File: src/hw/rtl/kmds_pkg.sv
// Shared types and constants for the key matrix debounce scanner.
// No dependencies; imported by every module of the block.
package kmds_pkg;

	// Default matrix geometry
	localparam int ROWS_DEF = 4;
	localparam int COLS_DEF = 6;

	// Field widths
	localparam int COLUMN_W   = 3;
	localparam int ROW_BITS_W = 4;
	localparam int KEY_ROW_W  = 2;
	localparam int COUNT_W    = 2;
	localparam int MASK_W     = 24;
	localparam int MASK_IDX_W = 5;
	// Holds row*COLS+column for the largest legal geometry
	localparam int POS_W      = 7;
	localparam int REG_IDX_W  = 1;

	localparam logic [COUNT_W-1:0] COUNT_MAX     = 2'd3;
	localparam logic [MASK_W-1:0]  MASK_RESET    = 24'h1FFFFF;
	localparam logic [COUNT_W-1:0] THRESH_RESET  = 2'd2;

	typedef enum logic [REG_IDX_W-1:0] {
		REG_EMIT_MASK = 1'b0,
		REG_THRESHOLD = 1'b1
	} cfg_reg_t;

	typedef struct packed {
		logic [COLUMN_W-1:0]   column;
		logic [ROW_BITS_W-1:0] row_bits;
		logic                  read_ok;
	} in_item_t;

	typedef struct packed {
		logic [KEY_ROW_W-1:0] key_row;
		logic [COLUMN_W-1:0]  key_column;
		logic                 pressed;
		logic                 last;
	} out_item_t;

	// Per-lane debounce result
	typedef struct packed {
		logic [COUNT_W-1:0] count;
		logic               stable;
		logic               event_hit;
	} lane_out_t;

endpackage

File: src/hw/rtl/kmds_lane.sv
// One row lane of the debounce scanner: counter and stable-bit update for one key.
// Depends on kmds_pkg.
module kmds_lane #(
	parameter int ROW  = 0,
	parameter int COLS = kmds_pkg::COLS_DEF
) (
	input  logic                          raw,
	input  logic                          prev,
	input  logic                          stab,
	input  logic [kmds_pkg::COUNT_W-1:0]  count,
	input  logic [kmds_pkg::COUNT_W-1:0]  threshold,
	input  logic [kmds_pkg::COLUMN_W-1:0] column,
	input  logic [kmds_pkg::MASK_W-1:0]   emit_mask,
	output kmds_pkg::lane_out_t           result
);
	import kmds_pkg::*;

	logic [COUNT_W-1:0] count_n;
	logic               change;
	logic [POS_W-1:0]   pos;
	logic               enabled;

	always_comb begin
		if (raw == prev) begin
			count_n = (count == COUNT_MAX) ? COUNT_MAX : count + 1'b1;
		end else begin
			count_n = '0;
		end
		change = (count_n >= threshold) && (raw != stab);

		// key position row*COLS+column; bits past the mask width are disabled
		pos = POS_W'(ROW * COLS) + POS_W'(column);
		if (pos < POS_W'(MASK_W)) begin
			enabled = emit_mask[pos[MASK_IDX_W-1:0]];
		end else begin
			enabled = 1'b0;
		end

		result.count     = count_n;
		result.stable    = change ? raw : stab;
		result.event_hit = change && enabled;
	end

endmodule

File: src/hw/rtl/kmds_merge.sv
// Merge stage: holds the lane event flags of one item and serializes them in row order.
// Depends on kmds_pkg.
module kmds_merge #(
	parameter int ROWS = kmds_pkg::ROWS_DEF
) (
	input  logic                          clk,
	input  logic                          arst_n,
	input  logic                          load,
	input  logic [ROWS-1:0]               events,
	input  logic [ROWS-1:0]               raw_bits,
	input  logic [kmds_pkg::COLUMN_W-1:0] column,
	output logic                          in_ready,
	output logic                          out_valid,
	input  logic                          out_ready,
	output kmds_pkg::out_item_t           out_data
);
	import kmds_pkg::*;

	localparam int ROW_IDX_W = (ROWS > 1) ? $clog2(ROWS) : 1;

	logic [ROWS-1:0]      pend_q;
	logic [ROWS-1:0]      press_q;
	logic [COLUMN_W-1:0]  col_q;
	logic [ROWS-1:0]      low_bit;
	logic [ROWS-1:0]      rest;
	logic [ROW_IDX_W-1:0] sel_idx;
	logic                 found;

	always_comb begin
		sel_idx = '0;
		found   = 1'b0;
		for (int i = 0; i < ROWS; i++) begin
			if (!found && pend_q[i]) begin
				sel_idx = ROW_IDX_W'(i);
				found   = 1'b1;
			end
		end
		low_bit = pend_q & (~pend_q + 1'b1);
		rest    = pend_q & ~low_bit;
	end

	assign out_valid = (pend_q != '0);
	// take a new item once the last pending event leaves this cycle
	assign in_ready  = (pend_q == '0) || ((rest == '0) && out_ready);

	always_comb begin
		out_data.key_row    = KEY_ROW_W'(sel_idx);
		out_data.key_column = col_q;
		out_data.pressed    = press_q[sel_idx];
		out_data.last       = (rest == '0);
	end

	always_ff @(posedge clk or negedge arst_n) begin
		if (!arst_n) begin
			pend_q <= '0;
		end else if (load) begin
			pend_q <= events;
		end else if (out_valid && out_ready) begin
			pend_q <= rest;
		end
	end

	always_ff @(posedge clk) begin
		if (load) begin
			press_q <= raw_bits;
			col_q   <= column;
		end
	end

endmodule

File: src/hw/rtl/key_matrix_debounce_scanner_top.sv
// Top level of the key matrix debounce scanner: per-key state, row lanes, merge stage.
// Depends on kmds_pkg, kmds_lane and kmds_merge.
//
// Usage:
//   Input channel (in_valid/in_ready/in_data) carries one scanned column: its index,
//   the raw row sense bits and a read_ok flag. Each row of that column is debounced
//   by its own lane in the transfer cycle; key state is updated at that edge.
//   Output channel (out_valid/out_ready/out_data) carries one key event per transfer:
//   row, column, new stable level and a last flag on the final event of an item.
//   Events leave in ascending row order, only for positions set in emit_mask.
//   Latency: first event is offered the cycle after the input transfer.
//   Throughput: a new item is taken in the cycle its predecessor's last event
//   transfers, so items without events go back to back at one per cycle.
//   A failed read or a column index at or above COLS updates nothing, emits nothing.
//   Receiver stall: out_data holds and in_ready drops while more than one event,
//   or an untaken final event, is pending.
//   Reset: all keys released, raw history and counters zero, emit_mask 0x1FFFFF,
//   debounce_threshold 2. Config writes (cfg_we) take effect at the next edge and
//   must only be issued while the block is idle.
module key_matrix_debounce_scanner_top #(
	parameter int ROWS = kmds_pkg::ROWS_DEF,
	parameter int COLS = kmds_pkg::COLS_DEF
) (
	input  logic                           clk,
	input  logic                           arst_n,
	input  logic                           in_valid,
	output logic                           in_ready,
	input  kmds_pkg::in_item_t             in_data,
	output logic                           out_valid,
	input  logic                           out_ready,
	output kmds_pkg::out_item_t            out_data,
	input  logic                           cfg_we,
	input  logic [kmds_pkg::REG_IDX_W-1:0] cfg_index,
	input  logic [kmds_pkg::MASK_W-1:0]    cfg_data
);
	import kmds_pkg::*;

	localparam int COL_IDX_W = (COLS > 1) ? $clog2(COLS) : 1;

	// configuration
	logic [MASK_W-1:0]  emit_mask_q;
	logic [COUNT_W-1:0] thresh_q;

	// per-key state: stable and last raw bits by column, counters by lane
	logic [ROWS-1:0]    stable_q   [COLS];
	logic [ROWS-1:0]    last_raw_q [COLS];
	logic [COUNT_W-1:0] count_q    [ROWS][COLS];

	logic                 in_xfer;
	logic                 item_ok;
	logic [COL_IDX_W-1:0] col_idx;
	logic [ROWS-1:0]      raw_vec;
	logic [ROWS-1:0]      stab_vec;
	logic [ROWS-1:0]      event_vec;
	lane_out_t            lane_res [ROWS];

	assign in_xfer = in_valid && in_ready;
	assign item_ok = in_data.read_ok && (int'(in_data.column) < COLS);
	assign col_idx = COL_IDX_W'(in_data.column);

	// configuration register writes
	always_ff @(posedge clk or negedge arst_n) begin
		if (!arst_n) begin
			emit_mask_q <= MASK_RESET;
			thresh_q    <= THRESH_RESET;
		end else if (cfg_we) begin
			unique case (cfg_reg_t'(cfg_index))
				REG_EMIT_MASK: emit_mask_q <= cfg_data;
				REG_THRESHOLD: thresh_q    <= cfg_data[COUNT_W-1:0];
			endcase
		end
	end

	// one lane per row; rows beyond the sensed bits read as released
	for (genvar r = 0; r < ROWS; r++) begin : g_lane
		if (r < ROW_BITS_W) begin : g_raw
			assign raw_vec[r] = in_data.row_bits[r];
		end else begin : g_zero
			assign raw_vec[r] = 1'b0;
		end

		kmds_lane #(
			.ROW  (r),
			.COLS (COLS)
		) u_lane (
			.raw       (raw_vec[r]),
			.prev      (last_raw_q[col_idx][r]),
			.stab      (stable_q[col_idx][r]),
			.count     (count_q[r][col_idx]),
			.threshold (thresh_q),
			.column    (in_data.column),
			.emit_mask (emit_mask_q),
			.result    (lane_res[r])
		);

		assign stab_vec[r]  = lane_res[r].stable;
		assign event_vec[r] = lane_res[r].event_hit && item_ok;
	end

	// state write-back at the input transfer edge
	always_ff @(posedge clk or negedge arst_n) begin
		if (!arst_n) begin
			for (int c = 0; c < COLS; c++) begin
				stable_q[c]   <= '0;
				last_raw_q[c] <= '0;
				for (int r = 0; r < ROWS; r++) begin
					count_q[r][c] <= '0;
				end
			end
		end else if (in_xfer && item_ok) begin
			stable_q[col_idx]   <= stab_vec;
			last_raw_q[col_idx] <= raw_vec;
			for (int r = 0; r < ROWS; r++) begin
				count_q[r][col_idx] <= lane_res[r].count;
			end
		end
	end

	kmds_merge #(
		.ROWS (ROWS)
	) u_merge (
		.clk       (clk),
		.arst_n    (arst_n),
		.load      (in_xfer),
		.events    (event_vec),
		.raw_bits  (raw_vec),
		.column    (in_data.column),
		.in_ready  (in_ready),
		.out_valid (out_valid),
		.out_ready (out_ready),
		.out_data  (out_data)
	);

	// a failed read never produces an event
	a_fail_quiet: assert property (@(posedge clk) disable iff (!arst_n)
		(in_valid && in_ready && !in_data.read_ok) |=> !out_valid)
		else $error("event after failed read");

	// nothing pending means the input side is open
	a_idle_ready: assert property (@(posedge clk) disable iff (!arst_n)
		!out_valid |-> in_ready)
		else $error("input stalled with no pending event");

	// more events of the same item still pending keep the input closed
	a_burst_block: assert property (@(posedge clk) disable iff (!arst_n)
		(out_valid && !out_data.last) |-> !in_ready)
		else $error("input open mid-burst");

	// final event taken with no new item leaves the output empty
	a_last_drains: assert property (@(posedge clk) disable iff (!arst_n)
		(out_valid && out_ready && out_data.last && !in_valid) |=> !out_valid)
		else $error("output still valid after final event");

endmodule
File: config.mk
export PLATFORM = sky130hd
export DESIGN_NAME = key_matrix_debounce_scanner_top
export DESIGN_NICKNAME = d
export VERILOG_FILES = /design/src/hw/rtl/kmds_pkg.sv /design/src/hw/rtl/kmds_lane.sv /design/src/hw/rtl/kmds_merge.sv /design/src/hw/rtl/key_matrix_debounce_scanner_top.sv
export SDC_FILE = /design/constraint.sdc
export NUM_CORES = 1
export LEC_CHECK = 0
export ABC_CLOCK_PERIOD_IN_PS = 7800
export BUFFER_PORTS_ARGS = -buffer_cell sky130_fd_sc_hd__buf_2
export CORE_MARGIN = 2
export CORE_UTILIZATION = 46
export CTS_CLUSTER_DIAMETER = 200
export CTS_CLUSTER_SIZE = 25
export DETAILED_ROUTE_END_ITERATION = 10
export GPL_TIMING_DRIVEN = 1
export PLACE_DENSITY = 0.67
export SLEW_MARGIN = 20
export SYNTH_ARGS = -nofsm -noshare
export SYNTH_HDL_FRONTEND = slang
export SYNTH_HIERARCHICAL = 1
export SYNTH_SLANG_ARGS = --single-unit
File: constraint.sdc
create_clock -name clk -period 7.8 [get_ports clk]
set_clock_uncertainty 0.15 [all_clocks]
set_input_delay 1.56 -clock clk [delete_from_list [all_inputs] [get_ports clk]]
set_output_delay 1.56 -clock clk [all_outputs]
set_load 0.005 [all_outputs]
==> metrics.csv <==
stage,metric,value,unit
logic_synthesis,Synth area leaders,"dfrtp_1 (38%), mux2_2 (20%), dfstp_2 (8.4%)",
timing,period utilization,64.3,%
flow_run,MaxCap Viol Count,0,
clock_network,Max clock buf depth,2,
worst_setup_path,cell at the slowest stage of the critical path,nor3_1,
clock_network,worst skew pair latency,0.42,ns
timing,setup_tns,0,ns
logic_synthesis,top cell type's share of synthesized area,37.8,%
logic_synthesis,"Avg Cell Area, Syn",12.9,um^2
routing,DRC,0,
power,Logic pwr share,20.8,%
clock_network,CTS tree,yes,
worst_setup_path,worst-path cell chain,"buf_2, buf_4, inv_1, nor3_1, a221o_1, xor2_1, a21o_1, ha_1, nand2b_1, a21oi_1, mux2_2, mux2_1",
power,cell area power density,304,nW/um^2
power,switching share of power,26.3,%
cells_and_area,Total Nets Final,627,
power,Pint,1.77,mW
cells_and_area,register area,3390,um^2
routing,DR iter-0 viols,269,
logic_synthesis,Synth async-reset ratio,94.7,%
power,switching power,0.632,mW
timing,worst slew pin tran,1.04,ns
logic_synthesis,Synth Net Count,583,
cells_and_area,Area growth syn-to-layout,14.9,%
routing,average wire per standard cell,19.6,um
floorplanning,CORE AREA,14600,um^2
logic_synthesis,Yosys reg bits,133,
cells_and_area,ANT cells,0,
placed_design,Post-Place Cell Area,7230,um^2
floorplanning,Die H,126,um
worst_setup_path,WP data arrival,5.15,ns
timing,RSZ-0062 raised after global routing,false,
cells_and_area,Fillers,1175,
placed_design,gp weighted congestion,0.813,
power,clock share of power,37.5,%
floorplanning,num rows,44,
routing,Pre-antenna DRT Iters,5,
timing,final setup vio count,0,
logic_synthesis,post-synthesis sequential area ratio,49.3,%
worst_setup_path,CP required,7.94,ns
min_path,Hold Path Class,flip-flop to flip-flop,
clock_network,H-tree levels,4,
run_status,status,"complete, no violations",
timing,final hold viol count,0,
timing,Slew HR,30.2,%
logic_synthesis,Synth area leader,dfrtp_1,
logic_synthesis,Yosys cell types,59,
cells_and_area,final instance area,7910,um^2
power,sequential power share,41.7,%
placed_design,Port Buf Inserts,46,
floorplanning,die area,16000,um^2
routing,"antenna viol nets, final",0,
logic_synthesis,synth cell count leaders,"mux2_2 (124), dfrtp_1 (104), nand2_1 (25), mux2_1 (23), dfstp_2 (22)",
global_routing,largest net degree at the start of global routing,66,
timing,Tmin final,5.01,ns
logic_synthesis,synthesized cell area,6880,um^2
clock_network,cts repair resizes,0,
routing,vias,4467,
floorplanning,Die Wd,126,um
timing,fin. max-slew vios,0,
global_routing,grt ovf,0,
logic_synthesis,"count leader, synth",mux2_2,
power,Max VDD drop,0.000167,V
timing,post-route worst setup slack,2.79,ns
cells_and_area,area of the multi-input gates,3270,um^2
global_routing,initial antenna violation count,0,
worst_setup_path,Crit path largest cell delay,0.62,ns
timing,minimum hold slack,0.327,ns
worst_setup_path,Setup crit end kind,flip-flop,
clock_network,clock slew at reported path FFs,0.06,ns
routing,Total Wirelength,15.2,mm
timing,maximum clock rate,199,MHz
floorplanning,Initial Util,47.2,%
clock_network,hold buffers post-CTS,0,
clock_network,total CTS buffers,17,
logic_synthesis,Ys Warns,6,
logic_synthesis,ys flop type,dfrtp_1,
routing,Vias/cell,5.76,
power,Leakage,3.47,nW
placed_design,post-place setup slack,2.41,ns
worst_setup_path,crit path max fanout,43,
global_routing,first-pass GRT wire length,25.8,mm
worst_setup_path,Setup Crit Path Kind,input port to flip-flop,
clock_network,postcts setup bufs,0,
logic_synthesis,number of synthesized flops with an enable pin,7,
floorplanning,io pins,47,
logic_synthesis,Syn Inst Count,535,
cells_and_area,ratio of cells with drive above 1 in the final layout,41.6,%
global_routing,vias in the first global route,4790,
placed_design,HPWL Detailed,9.78,mm
global_routing,Total GRT Usage,20.6,%
power,total power,2.40,mW
clock_network,Root Buffer,clkbuf_16,
clock_network,CTS sink cnt,133,
worst_setup_path,startpoint types,input port,
## worst paths after layout
| path | startpoint | end | slack (ns) | cells past startpoint |
|---|---|---|---|---|
| worst min register to register | count_q[42] | count_q[42] | 0.33 | 1 |
| min in group asynchronous | arst_n | emit_mask_q[21] | 1.08 | 1 |
| worst min-delay path | count_q[42] | count_q[42] | 0.33 | 1 |
| max in group asynchronous | arst_n | stable_q[4] | 5.07 | 2 |
| worst max register to register | u_merge/pend_q[2] | count_q[3] | 4.35 | 5 |
| worst max-delay path | in_data[6] | stable_q[20] | 2.79 | 12 |
## power by group through the flow
| stage | Sequential (mW) | Clock, mW | Combinational [mW] |
|---|---|---|---|
| floorplan | 0.973 | 0 | 0.388 |
| global placement | 1.00 | 0 | 0.481 |
| detailed placement | 1.01 | 0 | 0.500 |
| CTS | 1.00 | 0.913 | 0.503 |
| global route | 1.03 | 0.948 | 0.558 |
| finish | 1.00 | 0.901 | 0.500 |
## cells in the final DEF, fill, tap and decap left out, types with 4 or more instances in the layout
master | synthesis | routed
mux2_2 | 124 | 124
dfrtp_1 | 104 | 104
buf_2 | 8 | 45
nand2_1 | 25 | 25
mux2_1 | 23 | 23
dfstp_2 | 22 | 22
inv_1 | 21 | 21
clkbuf_16 | 0 | 18
mux2i_1 | 15 | 15
nand2b_1 | 14 | 14
a21oi_1 | 12 | 12
nor2_1 | 11 | 11
nor2b_1 | 11 | 10
ha_1 | 10 | 10
o21ai_0 | 8 | 8
edfxtp_1 | 7 | 7
a32oi_1 | 6 | 6
nor3b_1 | 6 | 6
o211ai_1 | 5 | 5
and2_1 | 5 | 5
a21o_1 | 5 | 5
bufinv_16 | 0 | 5
xor2_1 | 5 | 5
buf_4 | 8 | 5
o21ai_1 | 5 | 5
o221ai_1 | 4 | 4
nand3b_1 | 4 | 4
o32ai_1 | 4 | 4
a221o_1 | 4 | 4
nor2_4 | 4 | 4
nor3_4 | 4 | 4
## logic make-up (layout without fill, tap and decap cells)
family,count (synthesis),in the layout,synth area share (%)
AO/OA/AOI/OAI,72,72,7.54
buffers and inverters,46,103,3.31
adder cells (fa/ha/maj),11,11,1.96
AND/OR/NAND/NOR,99,99,9.25
multiplexers,166,166,27.6
flip-flops,133,133,49.3
XOR/XNOR,8,8,1.02
## metal layers
layer	up-vias	track usage, %	part of all wire, %
met1	2296	27.5	45
met5	-	0	0
met3	19	3.92	3.8
li1	2057	-	-
met2	95	33.6	49
met4	0	7.76	1.7
## registers in the layout, summed over array words and instances (netlist names)
signal and count:
thresh_q 2, stable_q 24, last_raw_q 24, u_merge/press_q 4
emit_mask_q 24, count_q 48, u_merge/col_q 3, u_merge/pend_q 4
## critical path, delay by kind of cell
family	cells	cell delay [ns]
and+or+nand+nor	2	0.75
xor gates and xnor gates	1	0.24
muxes	2	0.74
AOI/OAI and AO/OA	3	0.70
adders and majority gates	1	0.22
buffers and inverters	3	0.89
## metrics by stage
step	utilization, %	cells
after floorplan	-	535
final	54.2	776
after global placement	49.6	744
after detailed placement	49.6	744
after global routing	54.2	776
after CTS	54.2	776
## area by class of cell
| cell class | count | area share (%) |
|---|---|---|
| tap | 184 | 2.91 |
| multi-input combinational | 356 | 41.4 |
| timing repair buffer | 50 | 3.32 |
| clock inverter | 12 | 2.48 |
| clock buffer | 20 | 6.04 |
| inverter | 21 | 0.997 |
| sequential | 133 | 42.9 |
(Power assumes the default switching activity.)
